## config.mk

```make
export PLATFORM = sky130hd
export DESIGN_NAME = text_console_cursor_control
export DESIGN_NICKNAME = d
export VERILOG_FILES = /design/src/design/tccc_pkg.sv /design/src/design/tccc_cursor_step.sv /design/src/design/text_console_cursor_control.sv
export SDC_FILE = /design/constraint.sdc
export NUM_CORES = 1
export LEC_CHECK = 0
export CORE_ASPECT_RATIO = 1.4
export CORE_MARGIN = 2
export CORE_UTILIZATION = 25
export DETAILED_ROUTE_END_ITERATION = 16
export DONT_BUFFER_PORTS = 1
export GPL_ROUTABILITY_DRIVEN = 0
export PLACE_DENSITY_LB_ADDON = 0.12
export SLEW_MARGIN = 20
export SYNTH_ARGS = -nofsm -noshare
export SYNTH_HDL_FRONTEND = slang
export SYNTH_SLANG_ARGS = --single-unit
```

## constraint.sdc

```tcl
create_clock -name clock -period 17.9 [get_ports clock]
set_input_delay 5.37 -clock clock [delete_from_list [all_inputs] [get_ports clock]]
set_output_delay 5.37 -clock clock [all_outputs]
set_load 0.01 [all_outputs]
```

## src/design/tccc_pkg.sv

```systemverilog
// ----------------------------------------------------------------------------
// Text console cursor control package
// Shared types and constants for the cursor controller and its step logic.
// ----------------------------------------------------------------------------
package tccc_pkg;

   // Ceilings on the character grid. The cursor registers cannot hold more.
   localparam int MAX_COLUMNS = 256;
   localparam int MAX_ROWS    = 128;

   localparam int CELL_SHIFT_X = 3;  // 8 pixels per cell column
   localparam int CELL_SHIFT_Y = 4;  // 16 pixels per cell row
   localparam int TAB_STOP     = 8;

   localparam logic [8:0]  COLUMNS_RESET = 9'd100;
   localparam logic [7:0]  ROWS_RESET    = 8'd37;
   localparam logic [23:0] FG_RESET      = 24'h00FF00;
   localparam logic [23:0] BG_RESET      = 24'h000000;

   localparam logic [7:0] CHAR_BACKSPACE = 8'd8;
   localparam logic [7:0] CHAR_TAB       = 8'd9;
   localparam logic [7:0] CHAR_NEWLINE   = 8'd10;
   localparam logic [7:0] CHAR_RETURN    = 8'd13;
   localparam logic [7:0] CHAR_SPACE     = 8'd32;

   typedef enum logic [1:0] {
      MODE_PUT    = 2'd0,
      MODE_CURSOR = 2'd1,
      MODE_CLEAR  = 2'd2,
      MODE_UNUSED = 2'd3
   } mode_type;

   typedef enum logic [1:0] {
      KIND_DRAW   = 2'd0,
      KIND_SCROLL = 2'd1,
      KIND_CLEAR  = 2'd2,
      KIND_NONE   = 2'd3
   } kind_type;

   typedef enum logic [2:0] {
      REG_ENABLE  = 3'd0,
      REG_COLUMNS = 3'd1,
      REG_ROWS    = 3'd2,
      REG_FG      = 3'd3,
      REG_BG      = 3'd4
   } reg_index_type;

   // First command of an item, plus a flag for a trailing scroll.
   typedef struct packed {
      kind_type    kind;
      logic [10:0] pixel_x;
      logic [10:0] pixel_y;
      logic [6:0]  glyph;
      logic        scroll_follows;
      logic [6:0]  row;
      logic [7:0]  col;
   } step_type;

endpackage

```

## src/design/tccc_cursor_step.sv

```systemverilog
// ----------------------------------------------------------------------------
// Cursor step
// Works out the commands and the new cursor position for one console beat.
// ----------------------------------------------------------------------------
module tccc_cursor_step (
   input  logic                    enable,
   input  logic [8:0]              text_columns,
   input  logic [7:0]              text_rows,
   input  logic [6:0]              cur_row,
   input  logic [7:0]              cur_col,
   input  logic [1:0]              mode,
   input  logic [7:0]              char_code,
   input  logic signed [8:0]       row_request,
   input  logic signed [9:0]       col_request,
   output tccc_pkg::step_type      step
);
   import tccc_pkg::*;

   localparam logic [8:0] COL_LIMIT = 9'((MAX_COLUMNS < 256) ? MAX_COLUMNS : 256);
   localparam logic [7:0] ROW_LIMIT = 8'((MAX_ROWS < 128) ? MAX_ROWS : 128);

   logic [8:0] cols;
   logic [7:0] rows;
   logic [8:0] col_n;
   logic [7:0] row_n;
   logic [8:0] col_w;
   logic [7:0] row_w;
   logic [7:0] draw_col;
   logic       draw;
   logic       scroll;
   logic [6:0] draw_glyph;
   logic [6:0] row_fin;
   logic [7:0] col_fin;
   logic [8:0] tab_sum;

   always_comb begin
      cols = text_columns;
      if (cols == 9'd0) cols = 9'd1;
      if (cols > COL_LIMIT) cols = COL_LIMIT;
      rows = text_rows;
      if (rows == 8'd0) rows = 8'd1;
      if (rows > ROW_LIMIT) rows = ROW_LIMIT;
   end

   // Character handling, then the wrap and scroll checks.
   always_comb begin
      col_n      = {1'b0, cur_col};
      row_n      = {1'b0, cur_row};
      draw       = 1'b0;
      draw_col   = cur_col;
      draw_glyph = char_code[6:0];
      tab_sum    = {1'b0, cur_col} + 9'(TAB_STOP);
      case (char_code)
         CHAR_NEWLINE: begin
            col_n = 9'd0;
            row_n = row_n + 8'd1;
         end
         CHAR_RETURN: begin
            col_n = 9'd0;
         end
         CHAR_TAB: begin
            col_n = tab_sum & ~9'(TAB_STOP - 1);
         end
         CHAR_BACKSPACE: begin
            if (cur_col != 8'd0) begin
               col_n      = col_n - 9'd1;
               draw       = 1'b1;
               draw_col   = cur_col - 8'd1;
               draw_glyph = CHAR_SPACE[6:0];
            end
         end
         default: begin
            if (char_code inside {[8'd32:8'd127]}) begin
               draw  = 1'b1;
               col_n = col_n + 9'd1;
            end
         end
      endcase
      col_w = col_n;
      row_w = row_n;
      if (col_n >= cols) begin
         col_w = 9'd0;
         row_w = row_n + 8'd1;
      end
      scroll  = (row_w >= rows);
      row_fin = scroll ? 7'(rows - 8'd1) : row_w[6:0];
      col_fin = col_w[7:0];
   end

   always_comb begin
      step      = '0;
      step.kind = KIND_NONE;
      step.row  = cur_row;
      step.col  = cur_col;
      case (mode)
         MODE_PUT: begin
            if (enable) begin
               step.row = row_fin;
               step.col = col_fin;
               if (draw) begin
                  step.kind           = KIND_DRAW;
                  step.pixel_x        = {draw_col, 3'b000};
                  step.pixel_y        = {cur_row, 4'b0000};
                  step.glyph          = draw_glyph;
                  step.scroll_follows = scroll;
               end else if (scroll) begin
                  step.kind = KIND_SCROLL;
               end
            end
         end
         MODE_CURSOR: begin
            if (row_request[8]) begin
               step.row = 7'd0;
            end else if (row_request[7:0] >= rows) begin
               step.row = 7'(rows - 8'd1);
            end else begin
               step.row = row_request[6:0];
            end
            if (col_request[9]) begin
               step.col = 8'd0;
            end else if (col_request[8:0] >= cols) begin
               step.col = 8'(cols - 9'd1);
            end else begin
               step.col = col_request[7:0];
            end
         end
         MODE_CLEAR: begin
            if (enable) begin
               step.kind = KIND_CLEAR;
               step.row  = 7'd0;
               step.col  = 8'd0;
            end
         end
         default: begin
         end
      endcase
   end

endmodule

```

## src/design/text_console_cursor_control.sv

```systemverilog
// A result beat is registered and presented in the cycle after its request beat is taken.
// Throughput: one request beat per cycle while the output does not stall; an
// item that draws and then scrolls holds the result register for two beats,
// so the next request stalls until the scroll beat is taken. The single result
// register plus the scroll-pending flag set this figure. Reset (synchronous):
// cursor at row 0, column 0; console disabled, 100 x 37 grid, green on black.
// ----------------------------------------------------------------------------
// Text console cursor control
// Tracks the console cursor and issues draw, scroll and clear commands.
// ----------------------------------------------------------------------------
module text_console_cursor_control (
   input  logic                clock,
   input  logic                reset,
   input  logic                csr_write_enable,
   input  logic [2:0]          csr_index,
   input  logic [23:0]         csr_write_data,
   input  logic                req_valid,
   output logic                req_stall,
   input  logic [1:0]          req_mode,
   input  logic [7:0]          req_char_code,
   input  logic signed [8:0]   req_row_request,
   input  logic signed [9:0]   req_col_request,
   output logic                rsp_valid,
   input  logic                rsp_stall,
   output logic [1:0]          rsp_command_kind,
   output logic [10:0]         rsp_pixel_x,
   output logic [10:0]         rsp_pixel_y,
   output logic [6:0]          rsp_glyph_code,
   output logic [23:0]         rsp_draw_foreground,
   output logic [23:0]         rsp_draw_background,
   output logic [6:0]          rsp_cursor_row_now,
   output logic [7:0]          rsp_cursor_col_now,
   output logic                rsp_last_result
);
   import tccc_pkg::*;

   logic        enable_ff;
   logic [8:0]  columns_ff;
   logic [7:0]  rows_ff;
   logic [23:0] fg_ff;
   logic [23:0] bg_ff;
   logic [6:0]  cursor_row_ff;
   logic [7:0]  cursor_col_ff;

   logic        valid_ff;
   logic        pend_ff;
   kind_type    kind_ff;
   logic [10:0] x_ff;
   logic [10:0] y_ff;
   logic [6:0]  glyph_ff;
   logic        last_ff;
   logic [6:0]  row_out_ff;
   logic [7:0]  col_out_ff;

   step_type    step;
   logic        req_take;
   logic        rsp_take;

   // Users must write configuration only with no beat in flight; not enforced.
   always_ff @(posedge clock) begin
      if (reset) begin
         enable_ff  <= 1'b0;
         columns_ff <= COLUMNS_RESET;
         rows_ff    <= ROWS_RESET;
         fg_ff      <= FG_RESET;
         bg_ff      <= BG_RESET;
      end else if (csr_write_enable) begin
         case (reg_index_type'(csr_index))
            REG_ENABLE:  enable_ff  <= csr_write_data[0];
            REG_COLUMNS: columns_ff <= csr_write_data[8:0];
            REG_ROWS:    rows_ff    <= csr_write_data[7:0];
            REG_FG:      fg_ff      <= csr_write_data;
            REG_BG:      bg_ff      <= csr_write_data;
            default: begin
            end
         endcase
      end
   end

   tccc_cursor_step u_step (
      .enable       (enable_ff),
      .text_columns (columns_ff),
      .text_rows    (rows_ff),
      .cur_row      (cursor_row_ff),
      .cur_col      (cursor_col_ff),
      .mode         (req_mode),
      .char_code    (req_char_code),
      .row_request  (req_row_request),
      .col_request  (req_col_request),
      .step         (step)
   );

   assign rsp_take  = valid_ff && !rsp_stall;
   assign req_stall = valid_ff && (rsp_stall || pend_ff);
   assign req_take  = req_valid && !req_stall;

   always_ff @(posedge clock) begin
      if (reset) begin
         cursor_row_ff <= 7'd0;
         cursor_col_ff <= 8'd0;
         valid_ff      <= 1'b0;
         pend_ff       <= 1'b0;
      end else begin
         if (rsp_take && pend_ff) begin
            pend_ff <= 1'b0;
         end else if (req_take) begin
            cursor_row_ff <= step.row;
            cursor_col_ff <= step.col;
            valid_ff      <= 1'b1;
            pend_ff       <= step.scroll_follows;
         end else if (rsp_take) begin
            valid_ff <= 1'b0;
         end
      end
   end

   // The trailing scroll beat reuses the cursor fields of the draw beat.
   always_ff @(posedge clock) begin
      if (rsp_take && pend_ff) begin
         kind_ff  <= KIND_SCROLL;
         x_ff     <= 11'd0;
         y_ff     <= 11'd0;
         glyph_ff <= 7'd0;
         last_ff  <= 1'b1;
      end else if (req_take) begin
         kind_ff    <= step.kind;
         x_ff       <= step.pixel_x;
         y_ff       <= step.pixel_y;
         glyph_ff   <= step.glyph;
         last_ff    <= !step.scroll_follows;
         row_out_ff <= step.row;
         col_out_ff <= step.col;
      end
   end

   assign rsp_valid           = valid_ff;
   assign rsp_command_kind    = kind_ff;
   assign rsp_pixel_x         = x_ff;
   assign rsp_pixel_y         = y_ff;
   assign rsp_glyph_code      = glyph_ff;
   assign rsp_draw_foreground = fg_ff;
   assign rsp_draw_background = bg_ff;
   assign rsp_cursor_row_now  = row_out_ff;
   assign rsp_cursor_col_now  = col_out_ff;
   assign rsp_last_result     = last_ff;

endmodule
```

==> results of run 1 <==
per-layer routing:
metal,GRT usage,vias to the layer above
met4,0.0656,0
li1,-,3118
met2,0.276,201
met3,0.0638,35
met1,0.182,2919
met5,0,-
sequential cells by signal, indices dropped and copies added, names as in the netlist, 7 cells and up:
register,cells
columns_ff,9
cursor_col_ff,8
cursor_row_ff,7
rows_ff,8
rsp_cursor_col_now,8
rsp_cursor_row_now,7
rsp_draw_background,24
rsp_draw_foreground,24
rsp_glyph_code,7
rsp_pixel_x,8
rsp_pixel_y,7
how the worst max path moves through the flow:
stage	depth (start not counted)	end
6_report	2	req_stall
3_3_place_gp	2	req_stall
4_1_cts	2	req_stall
2_1_floorplan	2	req_stall
3_5_place_dp	2	req_stall
5_1_grt	2	req_stall
cell families (layout without fill, tap and decap cells):
logic type / Yosys count / after routing / synth area share
mux: 17 / 17 / 0.0241
other cells: 1 / 7 / 0.000523
fa+ha+maj: 43 / 43 / 0.0751
compound gates: 228 / 228 / 0.210
xor+xnor: 18 / 18 / 0.0230
simple gates: 384 / 384 / 0.253
flops: 123 / 123 / 0.365
buf+inv: 81 / 58 / 0.0496
cell usage in the layout, fill, tap and decap left out, types with 5 or more instances in the layout:
cell | Yosys | routed
nor3_1 | 16 | 16
edfxtp_1 | 15 | 15
and3_1 | 8 | 8
dfxtp_1 | 108 | 108
ha_1 | 43 | 43
o21ai_1 | 5 | 5
o211ai_1 | 7 | 7
conb_1 | 1 | 7
o21ai_0 | 26 | 26
xor2_1 | 8 | 8
clkbuf_16 | 0 | 19
o31a_1 | 5 | 5
nand2_1 | 182 | 182
a22oi_1 | 26 | 26
a21o_1 | 7 | 7
nand3_1 | 25 | 24
inv_1 | 21 | 21
xnor2_1 | 9 | 9
o31ai_1 | 6 | 6
nand2b_1 | 12 | 12
nand4_1 | 5 | 5
nor2b_1 | 7 | 7
nor2_1 | 75 | 74
or2_2 | 5 | 5
o21a_1 | 7 | 7
mux2i_1 | 15 | 15
a311oi_1 | 5 | 5
a211oi_1 | 7 | 7
a31oi_1 | 9 | 9
a21oi_1 | 80 | 80
nand3b_1 | 13 | 13
through the flow:
| step | cells | instance area [um^2] | setup slack [ps] |
|---|---|---|---|
| final | 1253 | 8090 | 6790 |
| after global routing | 1253 | 8090 | 6740 |
| after floorplan | 901 | 7190 | 6880 |
| after global placement | 1220 | 7410 | 6780 |
| after detailed placement | 1220 | 7410 | 6790 |
| after CTS | 1252 | 8070 | 6790 |
cell type report:
cell class	count	area, um^2	area share
multi-input combinational	697	4230	0.523
sequential	123	2610	0.323
clock buffer	22	497	0.0614
tap	375	469	0.0580
clock inverter	10	158	0.0195
inverter	21	78.8	0.00974
timing repair buffer	5	45.0	0.00557
power groups by stage:
stage                     Combinational (mW)  Sequential, mW  Clock [mW]
after detailed placement              0.0665           0.306           0
after floorplan                       0.0575           0.301           0
final                                 0.0661           0.300       0.386
after global routing                  0.0753           0.302       0.409
after CTS                             0.0669           0.300       0.396
after global placement                0.0667           0.307           0
worst reg2reg max path, stage by stage (launching register included):
cell and delay (ps):
dfxtp_1 420, inv_1 140, ha_1 190, or4b_1 530, nor3_1 200, xor2_1 90
nand2_1 100, o311a_1 210, inv_1 60, ha_1 310, nand3_1 130, o31ai_1 570
o2111a_1 360, xor2_1 250, ha_1 290, a21o_1 170, a2111oi_0 540, o21ai_0 270
nand2_1 330, or3_1 190, o31ai_2 80, or2_1 230
==> flow_summary.yaml, run 1 <==
synth:
  synth_commonest_cells: "nand2_1, dfxtp_1, a21oi_1"
  syn_inst: 895
  async_reset_ff_frac: 0
  synth-seq-cells: 123
  ys_warn_count: 0
  synth_top_area_frac: 0.302
  synth_most_common_cell: "nand2_1"
  syn_area_mm2: 0.00717
  synth_edf_count: 15
  synth_cell_types: 81
  avgSynthCellArea_um2: 8.01
  ys.flop_type: "dfxtp_1"
  yosysSeqAreaShare: 0.365
  synth.largest_area_cell: "dfxtp_1"
  synth_area_leaders: "dfxtp_1, nand2_1, ha_1"
timing:
  fmax_mhz: 90.0
  rsz0062_at_grt: "no"
  period_minus_slack_ps: 11110
  whs_ps: 497
  slew_violations: 0
  relSlewSlack: 0.294
  tns_ps: 0
  setup_viol: 0
  fin_skew_ps: 11.0
  fin_crit_sh: 0.621
  hold_viol: 0
  worstMarginPinSlew_ps: 1060
routing:
  wirelength_mm: 24.0
  avgViaCountPerCell: 5.01
  top_layer_used: "met4"
  wire_per_inst_um: 19.1
  dr_total_vias: 6273
  antenna_left: 0
  met3WireLength_mm: 2.01
  wl_met2_mm: 11.7
  first_pass_iters: 5
  drt-met1-wl_mm: 9.64
  drc: 0
  drtIter0Drc: 290
cells_and_area:
  layout-drive-gt1-share: 0.0683
  fillCellCount: 3116
  utilization: 0.286
  num_antenna_cells: 0
  fin_nets: 969
  area_delta_synth_final_pct: 12.9
setup_path:
  worstReg2RegEnd: "rsp_cursor_row_now[5]"
  cp_top_family: "compound AO/OA/AOI/OAI gates"
  path_max_fanout: 4
  worstSetupPathType: "in -> out"
  slowest_delay_ps: 190
  r2r_start: "cursor_col_ff[4]"
  crit_required_ps: 12530
  crit_path_start_kind: "input port"
  r2r_slack_ps: 12010
  crit_slowest_cell: "o21ai_0"
  worstPathArrival_ps: 5740
  startpoint: "rsp_stall"
  r2r_cells: 21
  critPathCaptureType: "primary output"
  cp_cell_sequence: "o21ai_0 -> inv_1"
  critPathBufInv: 1
cts:
  cts_max_level: 4
  root_buffer: "clkbuf_16"
  clock_latency_ps: 440
  cts_setup_buffers: 0
  clk_pin_slew_ps: 60
  cts_hold_buffers: 0
  cts_resized: 0
  cts_buffers: 17
  clkSinkCount: 123
  max-clock-path-buffers: 2
  cts_tree: "built"
floorplanning:
  rows: 73
  die-area_mm2: 0.0301
  die_h_um: 204
  start_util: 0.253
  coreArea_mm2: 0.0283
  chipWidth_um: 147
  io_pins: 158
grt:
  grt_pass1_vias: 6328
  gr-total-overflow: 0
  grt_max_degree: 85
  grt_pass1_wl_mm: 37.4
  antenna_found_initial: 0
  grt_usage: 0.163
min_path:
  hold_end: "rsp_draw_background[18]"
  hold_depth: 2
  hold_class: "reg -> reg"
  min_from: "rsp_draw_background[18]"
power:
  leakagePower_nw: 3.11
  seqPwrFrac: 0.399
  swShare: 0.249
  p_sw_mw: 0.187
  power_mw: 0.753
  pwr-share-clk: 0.513
  combPwrFrac: 0.088
  p_per_area_mw_per_mm2: 93.0
  internal_power_mw: 0.566
  irDropWorstVdd_mv: 0.0572
status:
  run_status: "finished clean"
place:
  port_buffers: 0
  dp_hpwl_mm: 18.0
flow_run:
  maxCapViolCount: 0
(Power assumes the default switching activity.)
==> run 2: changes to the inputs <==
--- a/config.mk
+++ b/config.mk
@@ -5,6 +5,7 @@
 export SDC_FILE = /design/constraint.sdc
 export NUM_CORES = 1
 export LEC_CHECK = 0
+export ABC_AREA = 1
 export CORE_ASPECT_RATIO = 1.4
 export CORE_MARGIN = 2
 export CORE_UTILIZATION = 25
==> constraint.sdc (replaced) <==
create_clock -name clock -period 9.3 [get_ports clock]
set_input_delay 2.79 -clock clock [delete_from_list [all_inputs] [get_ports clock]]
set_output_delay 2.79 -clock clock [all_outputs]
set_load 0.01 [all_outputs]
==> flow_summary.yaml, run 2 <==
status:
  run_status: "finished clean"
timing:
  setup_viol: 0
  fin_skew_ps: 9.75
  slew_violations: 0
  period_minus_slack_ps: 6860
  hold_viol: 0
  rsz0062_at_grt: "no"
  tns_ps: 0
  worstMarginPinSlew_ps: 920
  fin_crit_sh: 0.738
  fmax_mhz: 146
  relSlewSlack: 0.382
synth:
  synth_area_leaders: "dfxtp_1, nand2_1, nor2_1"
  async_reset_ff_frac: 0
  synth_edf_count: 15
  synth_top_area_frac: 0.292
  synth_cell_types: 51
  ys.flop_type: "dfxtp_1"
  syn_area_mm2: 0.00740
  synth_commonest_cells: "nand2_1, nor2_1, dfxtp_1, inv_1, o21ai_0"
  syn_inst: 1076
  synth-seq-cells: 123
  synth_most_common_cell: "nand2_1"
  synth.largest_area_cell: "dfxtp_1"
  avgSynthCellArea_um2: 6.87
  ys_warn_count: 0
  yosysSeqAreaShare: 0.353
cts:
  clkSinkCount: 123
  cts_hold_buffers: 0
  root_buffer: "clkbuf_16"
  max-clock-path-buffers: 2
  clk_pin_slew_ps: 60
  cts_buffers: 17
  cts_max_level: 4
  clock_latency_ps: 420
  cts_tree: "built"
  cts_setup_buffers: 0
  cts_resized: 0
setup_path:
  worstPathArrival_ps: 7010
  crit_path_start_kind: "input port"
  crit_slowest_cell: "a21oi_2"
  crit_top_cell: "nand2_1"
  slowest_delay_ps: 350
  worstSetupPathType: "in -> reg"
  path_max_fanout: 10
  critPathCaptureType: "register"
  crit_required_ps: 9450
routing:
  first_pass_iters: 7
  avgViaCountPerCell: 4.61
  wire_per_inst_um: 16.6
  wirelength_mm: 24.3
  dr_total_vias: 6733
  antenna_left: 0
  drtIter0Drc: 301
  drc: 0
floorplanning:
  start_util: 0.254
  die_h_um: 208
  chipWidth_um: 149
  coreArea_mm2: 0.0292
  io_pins: 158
  die-area_mm2: 0.0310
  rows: 74
cells_and_area:
  area_delta_synth_final_pct: 13.2
  layout-drive-gt1-share: 0.0834
  final_common_cell: "nand2_1"
  layout_common_cells: "nand2_1, nor2_1, inv_1, dfxtp_1, o21ai_0"
  num_antenna_cells: 0
  fin_nets: 1170
  design_area_mm2: 0.00837
grt:
  grt_max_degree: 67
  grt_pass1_vias: 6860
  grt_usage: 0.158
  grt_pass1_wl_mm: 38.2
  gr-total-overflow: 0
  antenna_found_initial: 0
place:
  dp_hpwl_mm: 18.6
  port_buffers: 0
  placed_cell_area_mm2: 0.00776
min_path:
  hold_class: "reg -> reg"
flow_run:
  maxCapViolCount: 0
power:
  p_per_area_mw_per_mm2: 178
  irDropWorstVdd_mv: 0.118
  leakagePower_nw: 3.77
  power_mw: 1.49
[run 2: changes by cell type in the layout (fill, tap and decap cells not counted), moves of 10 or more]
cell and delta:
inv_2 +12, inv_1 +87, nand2_1 +45, nand3_1 +31, a22oi_1 -24, a21oi_1 -10, nor2_1 +92, mux2i_1 -15
nand4_1 +19, nand2b_1 -12, o21ai_0 +67
[run 2: final timing paths]
kind	slack, ps	endpoint	startpoint	cells past startpoint
worst min-delay path	490	rows_ff[1]	rows_ff[1]	2
worst max register to register	4220	rsp_cursor_row_now[2]	cursor_col_ff[0]	31
worst min register to register	490	rows_ff[1]	rows_ff[1]	2
worst max-delay path	2440	rsp_cursor_row_now[2]	req_char_code[6]	30
[run 2: stage by stage]
stage          hold slack (ps)  utilization  std cells  worst slack [ps]
2_1_floorplan              444            -       1082              2960
3_3_place_gp               478        0.266       1427              2030
3_5_place_dp               479        0.266       1427              1970
4_1_cts                    489        0.287       1459              2420
5_1_grt                    514        0.287       1459              1820
6_report                   485        0.287       1459              2440
[run 2: logic make-up after synthesis]
kind of cell | synth area share
flops | 0.353
buf+inv | 0.0908
compound gates | 0.157
other cells | 0.000507
xor+xnor | 0.0201
fa+ha+maj | 0.0727
simple gates | 0.305
[run 2: critical path, delay by kind of cell]
kind | cells | cell delay, ps
AO/OA/AOI/OAI | 6 | 1220
XOR/XNOR | 1 | 80
AND/OR/NAND/NOR | 15 | 1780
buffers and inverters | 6 | 550
adder cells (fa/ha/maj) | 2 | 600
[run 2: where the power goes]
part | leakage [nW] | switching (mW) | internal, mW
clock | 0.300 | 0.267 | 0.429
combinational | 2.44 | 0.135 | 0.0656
sequential | 1.03 | 0.0330 | 0.564
[run 2: cell type report]
cell class / count / area, um^2
well taps: 380 / 475
clock inverters: 11 / 131
flip-flops and latches: 123 / 2610
repair buffers: 6 / 45.0
clock buffers: 21 / 482
inverters: 124 / 472
multi-input cells: 794 / 4150
fillers: 3244 / 20800
[run 2: layer usage]
layer | part of all wire | GRT usage
met1 | 0.42 | 0.183
met2 | 0.47 | 0.268
met3 | 0.086 | 0.0611
met4 | 0.018 | 0.0489
met5 | 0 | 0
==> run 3: changes to the inputs <==
--- a/config.mk
+++ b/config.mk
@@ -5,7 +5,7 @@
 export SDC_FILE = /design/constraint.sdc
 export NUM_CORES = 1
 export LEC_CHECK = 0
-export ABC_AREA = 1
+export ABC_AREA = 0
 export CORE_ASPECT_RATIO = 1.4
 export CORE_MARGIN = 2
 export CORE_UTILIZATION = 25
==> constraint.sdc (replaced) <==
create_clock -name clock -period 7.17 [get_ports clock]
set_input_delay 2.151 -clock clock [delete_from_list [all_inputs] [get_ports clock]]
set_output_delay 2.151 -clock clock [all_outputs]
set_load 0.01 [all_outputs]
==> flow_summary.yaml, run 3 (synthesis results as in run 1) <==
routing:
  wire_per_inst_um: 19.3
  drc: 0
  antenna_left: 0
  drtIter0Drc: 257
  avgViaCountPerCell: 4.99
  dr_total_vias: 6301
  wirelength_mm: 24.4
  first_pass_iters: 4
cells_and_area:
  layout_common_cells: "nand2_1, dfxtp_1, a21oi_1"
  layoutNonFillerInstCount: 1263
  final_common_cell: "nand2_1"
  num_antenna_cells: 0
  fillCellCount: 3104
  layout-drive-gt1-share: 0.0833
  design_area_mm2: 0.00817
  area_delta_synth_final_pct: 14.0
  fin_nets: 979
grt:
  grt_max_degree: 85
  globalRouteMet3Util: 0.0618
  antenna_found_initial: 0
  grt_pass1_vias: 6222
  grt-busiest-layer: "met2"
  grt_usage: 0.163
  grtUsageMet2: 0.284
  grt_pass1_wl_mm: 37.1
  gr-total-overflow: 0
  grt_use_met1: 0.179
setup_path:
  slowest_delay_ps: 510
  r2r_slack_ps: 1560
  r2r_start: "cursor_col_ff[4]"
  worstSetupPathDepth: 20
  crit_required_ps: 7350
  worstSetupPathType: "in -> reg"
  crit_slowest_cell: "a2111oi_0"
  startpoint: "req_char_code[0]"
  cp_top_family: "compound AO/OA/AOI/OAI gates"
  worstPathArrival_ps: 6830
  critPathBufInv: 0
  worstReg2RegEnd: "rsp_cursor_row_now[4]"
  path_max_fanout: 6
  crit_end: "rsp_cursor_row_now[4]"
  r2r_cells: 23
  cp_cell_sequence: "nor4_1 -> nand4b_2 -> nor3_1 -> nor2_1 -> a32oi_1 -> ha_1 -> nand3_1 -> o211a_1 -> o31a_1 -> a211oi_4 -> a31oi_1 -> xnor2_1 -> ha_1 -> a21o_1 -> a2111oi_0 -> o21ai_0 -> nand2_1 -> nor2_1 -> a221oi_2 -> nand2_1"
  critPathCaptureType: "register"
  crit_path_start_kind: "input port"
timing:
  fin_skew_ps: 8.84
  whs_ps: 496
  period_minus_slack_ps: 6660
  setup_viol: 0
  hold_viol: 0
  slew_violations: 0
  worstMarginPinSlew_ps: 1000
  fin_crit_sh: 0.928
  tns_ps: 0
  fmax_mhz: 150
  rsz0062_at_grt: "no"
  worst_slack_ps: 513
  relSlewSlack: 0.329
floorplanning:
  io_pins: 158
  rows: 73
  die_h_um: 204
  start_util: 0.253
  die-area_mm2: 0.0301
  coreArea_mm2: 0.0283
  chipWidth_um: 147
cts:
  root_buffer: "clkbuf_16"
  cts_setup_buffers: 0
  clk_pin_slew_ps: 60
  cts_buffers: 17
  cts_resized: 0
  cts_max_level: 4
  max-clock-path-buffers: 2
  cts_tree: "built"
  cts_hold_buffers: 0
  clkSinkCount: 123
  clock_latency_ps: 430
flow_run:
  maxCapViolCount: 0
place:
  place_inst: 1231
  port_buffers: 0
  place_ws_ps: 131
  placed_cell_area_mm2: 0.00750
  dp_hpwl_mm: 18.4
power:
  internal_power_mw: 1.40
  irDropWorstVdd_mv: 0.157
  combPwrFrac: 0.091
  seqPwrFrac: 0.399
  p_per_area_mw_per_mm2: 230
  p_sw_mw: 0.481
  swShare: 0.256
  pwr-share-clk: 0.510
  leakagePower_nw: 3.15
min_path:
  hold_class: "reg -> reg"
  hold_depth: 2
status:
  run_status: "finished clean"
run 3: cell types whose count changed in the layout (fill, tap and decap cells not counted), moves of 12 or more:
cell,previous run,this run
a22oi_1,2,26
inv_1,108,21
inv_2,12,0
mux2i_1,0,15
nand2_1,227,182
nand2b_1,0,12
nand3_1,55,23
nand4_1,24,5
nor2_1,166,74
o21ai_0,93,26
run 3: final cells by class:
type                            count  area, um^2  area share
Clock buffer                       19         464      0.0568
Tap cell                          375         469      0.0574
Multi-Input combinational cell    697        4240       0.519
Sequential cell                   123        2610       0.320
Timing Repair Buffer               15         113      0.0138
Inverter                           21        78.8     0.00965
Clock inverter                     13         188      0.0230
run 3: metrics by stage:
stage / power, mW / utilization
detailed placement: 0.936 / 0.265
finish: 1.88 / 0.288
global route: 1.95 / 0.288
floorplan: 0.894 / -
global placement: 0.936 / 0.265
CTS: 1.91 / 0.288
run 3: power groups by stage:
stage | combinational [mW] | sequential [mW] | clock, mW
2_1_floorplan | 0.143 | 0.750 | 0
5_1_grt | 0.191 | 0.753 | 1.01
3_5_place_dp | 0.171 | 0.766 | 0
3_3_place_gp | 0.171 | 0.766 | 0
6_report | 0.170 | 0.750 | 0.958
4_1_cts | 0.172 | 0.751 | 0.984
run 3: worst min-delay path, stage by stage (launching register included):
cell and delay (ps):
dfxtp_1 340, nand2_1 60, a21oi_1 50
run 3: layer usage:
layer	vias up	part of all wire
li1	3154	-
met1	2920	0.40
met2	202	0.49
met3	25	0.084
met4	0	0.020
met5	-	0
run 3: how the worst min path moves through the flow:
stage,from,endpoint
finish,rsp_draw_background[12],rsp_draw_background[12]
global route,rsp_draw_foreground[21],rsp_draw_foreground[21]
CTS,rsp_draw_background[20],rsp_draw_background[20]
detailed placement,rsp_draw_background[14],rsp_draw_background[14]
global placement,rsp_draw_background[15],rsp_draw_background[15]
floorplan,rows_ff[1],rows_ff[1]
